$ cat src/rtl/core/rdp_pkg.sv
// ----------------------------------------------------------------------------
// rdp_pkg
// Shared types and constants of the reuse distance predictor: word layouts,
// operation and register codes, hash constants and controller handshakes.
// ----------------------------------------------------------------------------
package rdp_pkg;

  // Fixed field widths
  localparam int PC_W    = 64;
  localparam int SIG_W   = 11;
  localparam int STAMP_W = 8;
  localparam int GRAN_W  = 5;
  localparam int ETR_W   = 8;
  localparam int CFG_IDX_W  = 8;
  localparam int CFG_DATA_W = 8;

  // Operation codes
  localparam logic [1:0] FUNC_TRAIN   = 2'd0;
  localparam logic [1:0] FUNC_PREDICT = 2'd1;
  localparam logic [1:0] FUNC_BYPASS  = 2'd2;
  localparam logic [1:0] FUNC_NONE    = 2'd3;

  // Register indexes
  localparam logic [CFG_IDX_W-1:0] CFG_MULTI_CORE  = 8'd0;
  localparam logic [CFG_IDX_W-1:0] CFG_GRANULARITY = 8'd1;
  localparam logic [CFG_IDX_W-1:0] CFG_INF_ETR     = 8'd2;
  localparam logic [CFG_IDX_W-1:0] CFG_MAX_ETR     = 8'd3;

  // Register reset values
  localparam logic              MULTI_CORE_RST  = 1'b0;
  localparam logic [GRAN_W-1:0] GRANULARITY_RST = 5'd8;
  localparam logic [ETR_W-1:0]  INF_ETR_RST     = 8'd15;
  localparam logic [ETR_W-1:0]  MAX_ETR_RST     = 8'd15;

  // Signature hash and training step
  localparam logic [PC_W-1:0] HASH_POLY     = 64'd3988292384;
  localparam int              HASH_ROUNDS   = 3;
  localparam int              STEP_MIN_DIFF = 16;

  typedef struct packed {
    logic [1:0]         func;
    logic [SIG_W-1:0]   signature;
    logic               sample_hit;
    logic               evict;
    logic [STAMP_W-1:0] curr_stamp;
    logic [STAMP_W-1:0] last_stamp;
    logic [PC_W-1:0]    pc;
    logic               was_hit;
    logic [1:0]         core_id;
    logic               line_valid;
  } rdp_in_t;

  typedef struct packed {
    logic [ETR_W-1:0] prediction;
    logic             bypass;
  } rdp_out_t;

  typedef struct packed {
    logic              multi_core;
    logic [GRAN_W-1:0] granularity;
    logic [ETR_W-1:0]  inf_etr;
    logic [ETR_W-1:0]  max_etr;
  } rdp_cfg_t;

  // Controller to datapath
  typedef struct packed {
    logic clr_wr;
    logic capture;
    logic hash_en;
    logic mulq_en;
    logic mod_en;
    logic rd_en;
    logic wr_train;
    logic div_start;
    logic out_load;
  } rdp_cmd_t;

  // Datapath to controller
  typedef struct packed {
    logic [1:0] item_func;
    logic       clear_last;
    logic       div_done;
    logic       out_free;
  } rdp_sts_t;

endpackage

$ cat src/rtl/core/rdp_ctrl.sv
// ----------------------------------------------------------------------------
// rdp_ctrl
// Controller: sequences the table clear, then each item through hash,
// index reduction, table read, update or divide, and result hand-off.
// ----------------------------------------------------------------------------
module rdp_ctrl (
  input  logic              clk,
  input  logic              rst_n,
  input  logic              in_valid,
  input  logic [1:0]        in_func,
  output logic              in_stall,
  input  rdp_pkg::rdp_sts_t sts,
  output rdp_pkg::rdp_cmd_t cmd
);
  import rdp_pkg::*;

  typedef enum logic [8:0] {
    S_CLEAR = 9'b000000001,
    S_IDLE  = 9'b000000010,
    S_HASH  = 9'b000000100,
    S_MULQ  = 9'b000001000,
    S_MODR  = 9'b000010000,
    S_READ  = 9'b000100000,
    S_EVAL  = 9'b001000000,
    S_DIV   = 9'b010000000,
    S_RESP  = 9'b100000000
  } rdp_state_t;

  rdp_state_t state_r;
  rdp_state_t state_nxt;

  // Next state and commands
  always_comb begin
    state_nxt = state_r;
    cmd       = '0;
    in_stall  = 1'b1;
    case (state_r)
      S_CLEAR: begin
        cmd.clr_wr = 1'b1;
        if (sts.clear_last) begin
          state_nxt = S_IDLE;
        end
      end
      S_IDLE: begin
        in_stall    = 1'b0;
        cmd.capture = in_valid;
        if (in_valid && in_func != FUNC_NONE) begin
          state_nxt = S_HASH;
        end
      end
      S_HASH: begin
        cmd.hash_en = 1'b1;
        state_nxt   = S_MULQ;
      end
      S_MULQ: begin
        cmd.mulq_en = 1'b1;
        state_nxt   = S_MODR;
      end
      S_MODR: begin
        cmd.mod_en = 1'b1;
        state_nxt  = S_READ;
      end
      S_READ: begin
        cmd.rd_en = 1'b1;
        state_nxt = S_EVAL;
      end
      S_EVAL: begin
        if (sts.item_func inside {FUNC_PREDICT, FUNC_BYPASS}) begin
          cmd.div_start = 1'b1;
          state_nxt     = S_DIV;
        end else begin
          cmd.wr_train = 1'b1;
          state_nxt    = S_IDLE;
        end
      end
      S_DIV: begin
        if (sts.div_done) begin
          state_nxt = S_RESP;
        end
      end
      S_RESP: begin
        if (sts.out_free) begin
          cmd.out_load = 1'b1;
          state_nxt    = S_IDLE;
        end
      end
      default: begin
        state_nxt = S_IDLE;
      end
    endcase
  end

  always_ff @(posedge clk) begin
    if (!rst_n) begin
      state_r <= S_CLEAR;
    end else begin
      state_r <= state_nxt;
    end
  end

endmodule

$ cat config.mk
export PLATFORM = sky130hd
export DESIGN_NAME = rdp_ctrl
export DESIGN_NICKNAME = d
export VERILOG_FILES = /design/src/rtl/core/rdp_pkg.sv /design/src/rtl/core/rdp_ctrl.sv
export SDC_FILE = /design/constraint.sdc
export NUM_CORES = 1
export LEC_CHECK = 0
export ABC_AREA = 1
export BUFFER_PORTS_ARGS = -buffer_cell sky130_fd_sc_hd__clkbuf_2
export CORE_AREA = 2 2 39 41
export CTS_BUF_LIST = sky130_fd_sc_hd__clkbuf_8
export DETAILED_ROUTE_END_ITERATION = 12
export DIE_AREA = 0 0 41 43
export PLACE_DENSITY = 0.79
export SLEW_MARGIN = 25
export SYNTH_ARGS = -nofsm -noshare
export SYNTH_HDL_FRONTEND = slang
export SYNTH_SLANG_ARGS = --single-unit
export TNS_END_PERCENT = 5
$ cat constraint.sdc
create_clock -name clk -period 1.4 [get_ports clk]
set_input_delay 0.21 -clock clk [delete_from_list [all_inputs] [get_ports clk]]
set_output_delay 0.21 -clock clk [all_outputs]
set_load 0.01 [all_outputs]
==> flow_metrics.tcl <==
set metrics [dict create \
    vias 748 \
    place_hpwl_um 1150 \
    violations "negative setup slack" \
    ios 20 \
    p_seq_frac 0.326 \
    nets 140 \
    syn_nets 107 \
    synth-seq-area-share 0.293 \
    rsz0062_at_grt "true" \
    maxCapViolCount 0 \
    ys_ff_latch 9 \
    vdd_drop_max_mv 0.566 \
    hold_violations 0 \
    synth-simple-area-share 0.547 \
    cts_tree "done" \
    areaGrowthSynthToFinish_pct 53.9 \
    synth_top_area_cell "dfxtp_1" \
    setup_viol 11 \
    worst_pin_slew_ns 0.335 \
    cts-root-buf "clkbuf_8" \
    vias_per_cell 5.16 \
    synth.area.top_cells "dfxtp_1 (29%), nor2_1 (10%), nand3_1 (9.8%)" \
    antenna_found_initial 0 \
    drive_gt1_frac 0.543 \
    wl_met2_um 904 \
    path_max_fanout 4 \
    synth.mux.area_fraction 0 \
    swShare 0.389 \
    largest_reg_flops 9 \
    postLayoutSetupSlackWorst_ns -0.0947 \
    status "complete, but fails checks" \
    cts_sinks 9 \
    wl_met3_um 105 \
    port_buffers 19 \
    largestRegisters "state_r: 9 flops" \
    setup_tns_ns -0.474 \
    clkSlewWorstSetupHoldPaths_ns 0.05 \
    slew_viol_final 0 \
    gp_congestion 0.844 \
    powerDensity_nw_per_um2 1110 \
    cp-end-kind "primary output" \
    yosys.area_share.adder 0 \
    grt_pass1_wl_um 2700 \
    drt_wl_total_um 1840 \
    cp-start-kind "flip-flop" \
    die_h_um 43 \
    period_share 1.07 \
    drt-met1-wl_um 795 \
    yosys_warnings 0 \
    yosysTopAreaCellShare 0.293 \
    grt_pass1_vias 640 \
    drc 0 \
    worst-endpoint-required_ns 1.19 \
    synth_compound_area_frac 0.0244 \
    cts_buffers 3 \
    diodes 0 \
    detail_route.iter0.violations 19 \
    start_util 0.445 \
    netlist_instances 97 \
    cts_hold_buf 0 \
    multi_input_area_um2 434 \
    grt_remaining_overflow 0 \
    arrival_ns 1.28 \
    fill_cells 115 \
    grt_util_all_layers 0.225 \
    num_rows 14 \
    maxUsedRoutingLayer "met4" \
    clock_skew_ns 0.00277 \
    htree_levels 1 \
    grt_max_degree 10 \
    synthXorXnorAreaFrac 0.0142 \
    max_slew_margin 0.775 \
    drtAntennaViolNets 0 \
    p_sw_uw 410 \
    p_int_uw 644 \
    p_leak_nw 0.512 \
    synth_area_um2 616 \
    cts.path.max_buffers 2 \
    placeableCoreArea_um2 1380 \
    final_cell_mix "inv_1 (14), clkbuf_2 (14), nor2_1 (13)" \
    avgRoutedWirePerCell_um 12.7 \
    ys_types 20 \
    first_pass_iters 4 \
    fin_crit_ns 1.49 \
    clock_latency_ns 0.24 \
    power.share.clock 0.296 \
    die_w_um 41 \
    max_freq_mhz 669 \
    pwr-share-comb 0.378 \
    regArea_um2 196 \
    hold_class "in -> reg" \
    largest_register "state_r" \
    pre_cts_ws_ns 0.0584 \
    synth_top_family_by_area "simple AND/OR/NAND/NOR gates" \
    die-area_um2 1760 \
    path_class "reg -> out" \
    avgSynthCellArea_um2 6.35 \
]
## cell usage after synthesis, drive strengths merged
cell / count
nand4: 2
nor2: 24
nand2: 16
o21ai: 3
nand3b: 2
and2: 1
nand3: 13
inv: 19
nor3: 5
nor3b: 1
xnor2: 1
clkbuf: 1
dfxtp: 9
## worst max-delay path, stage by stage (launching register included)
cell and delay, ns:
dfxtp_2 0.33, nor2_4 0.12, inv_2 0.07, nor2_4 0.15
nand3_2 0.11, nor2_4 0.13, buf_6 0.12
## power groups by stage
stage	combinational, mW	clock, mW	sequential, mW
floorplan	0.238	0	0.315
detailed placement	0.318	0	0.323
global route	0.431	0.323	0.349
finish	0.398	0.311	0.344
CTS	0.366	0.306	0.324
global placement	0.311	0	0.321
## cell type report
type                       instances  share of cell area
sequential                         9               0.207
clock inverter                     1             0.00396
multi-input combinational         68               0.458
tap                               16              0.0211
timing repair buffer              29               0.190
clock buffer                       3              0.0436
inverter                          19              0.0753
## worst paths after layout
| kind | from | to | slack [ns] | cells after the start |
|---|---|---|---|---|
| max reg2reg | state_r[4] | state_r[7] | -0.02 | 9 |
| max | state_r[3] | cmd[1] | -0.09 | 6 |
| min | sts[2] | state_r[0] | 0.23 | 4 |
| min reg2reg | state_r[3] | state_r[4] | 0.52 | 2 |
## per-stage QoR
stage | hold WS, ns | util | total power, mW | area, um^2 | instances
finish | 0.233 | 0.684 | 1.05 | 947 | 145
global route | 0.257 | 0.684 | 1.10 | 947 | 145
CTS | 0.250 | 0.635 | 0.996 | 878 | 143
detailed placement | 0.493 | 0.531 | 0.641 | 734 | 132
global placement | 0.489 | 0.531 | 0.631 | 734 | 132
floorplan | 0.398 | - | 0.553 | 616 | 97
## cells by family (layout without fill, tap and decap cells)
| logic type | count (synthesis) | after routing |
|---|---|---|
| compound gates | 3 | 3 |
| xor+xnor | 1 | 1 |
| buf+inv | 20 | 52 |
| flops | 9 | 9 |
| simple gates | 64 | 64 |
## metal layers
layer / GRT usage / vias up
met5: 0 / -
met4: 0.120 / 0
met3: 0.0314 / 3
met2: 0.344 / 41
met1: 0.291 / 336
li1: - / 368
## repair_timing
item | 4_1_cts | 5_1_grt
pin swaps | 8 | 9
endpoints found under the setup margin | 9 | 17
resized for setup | 13 | 24
buffers inserted | 7 | 2
(Power assumes the default switching activity.)
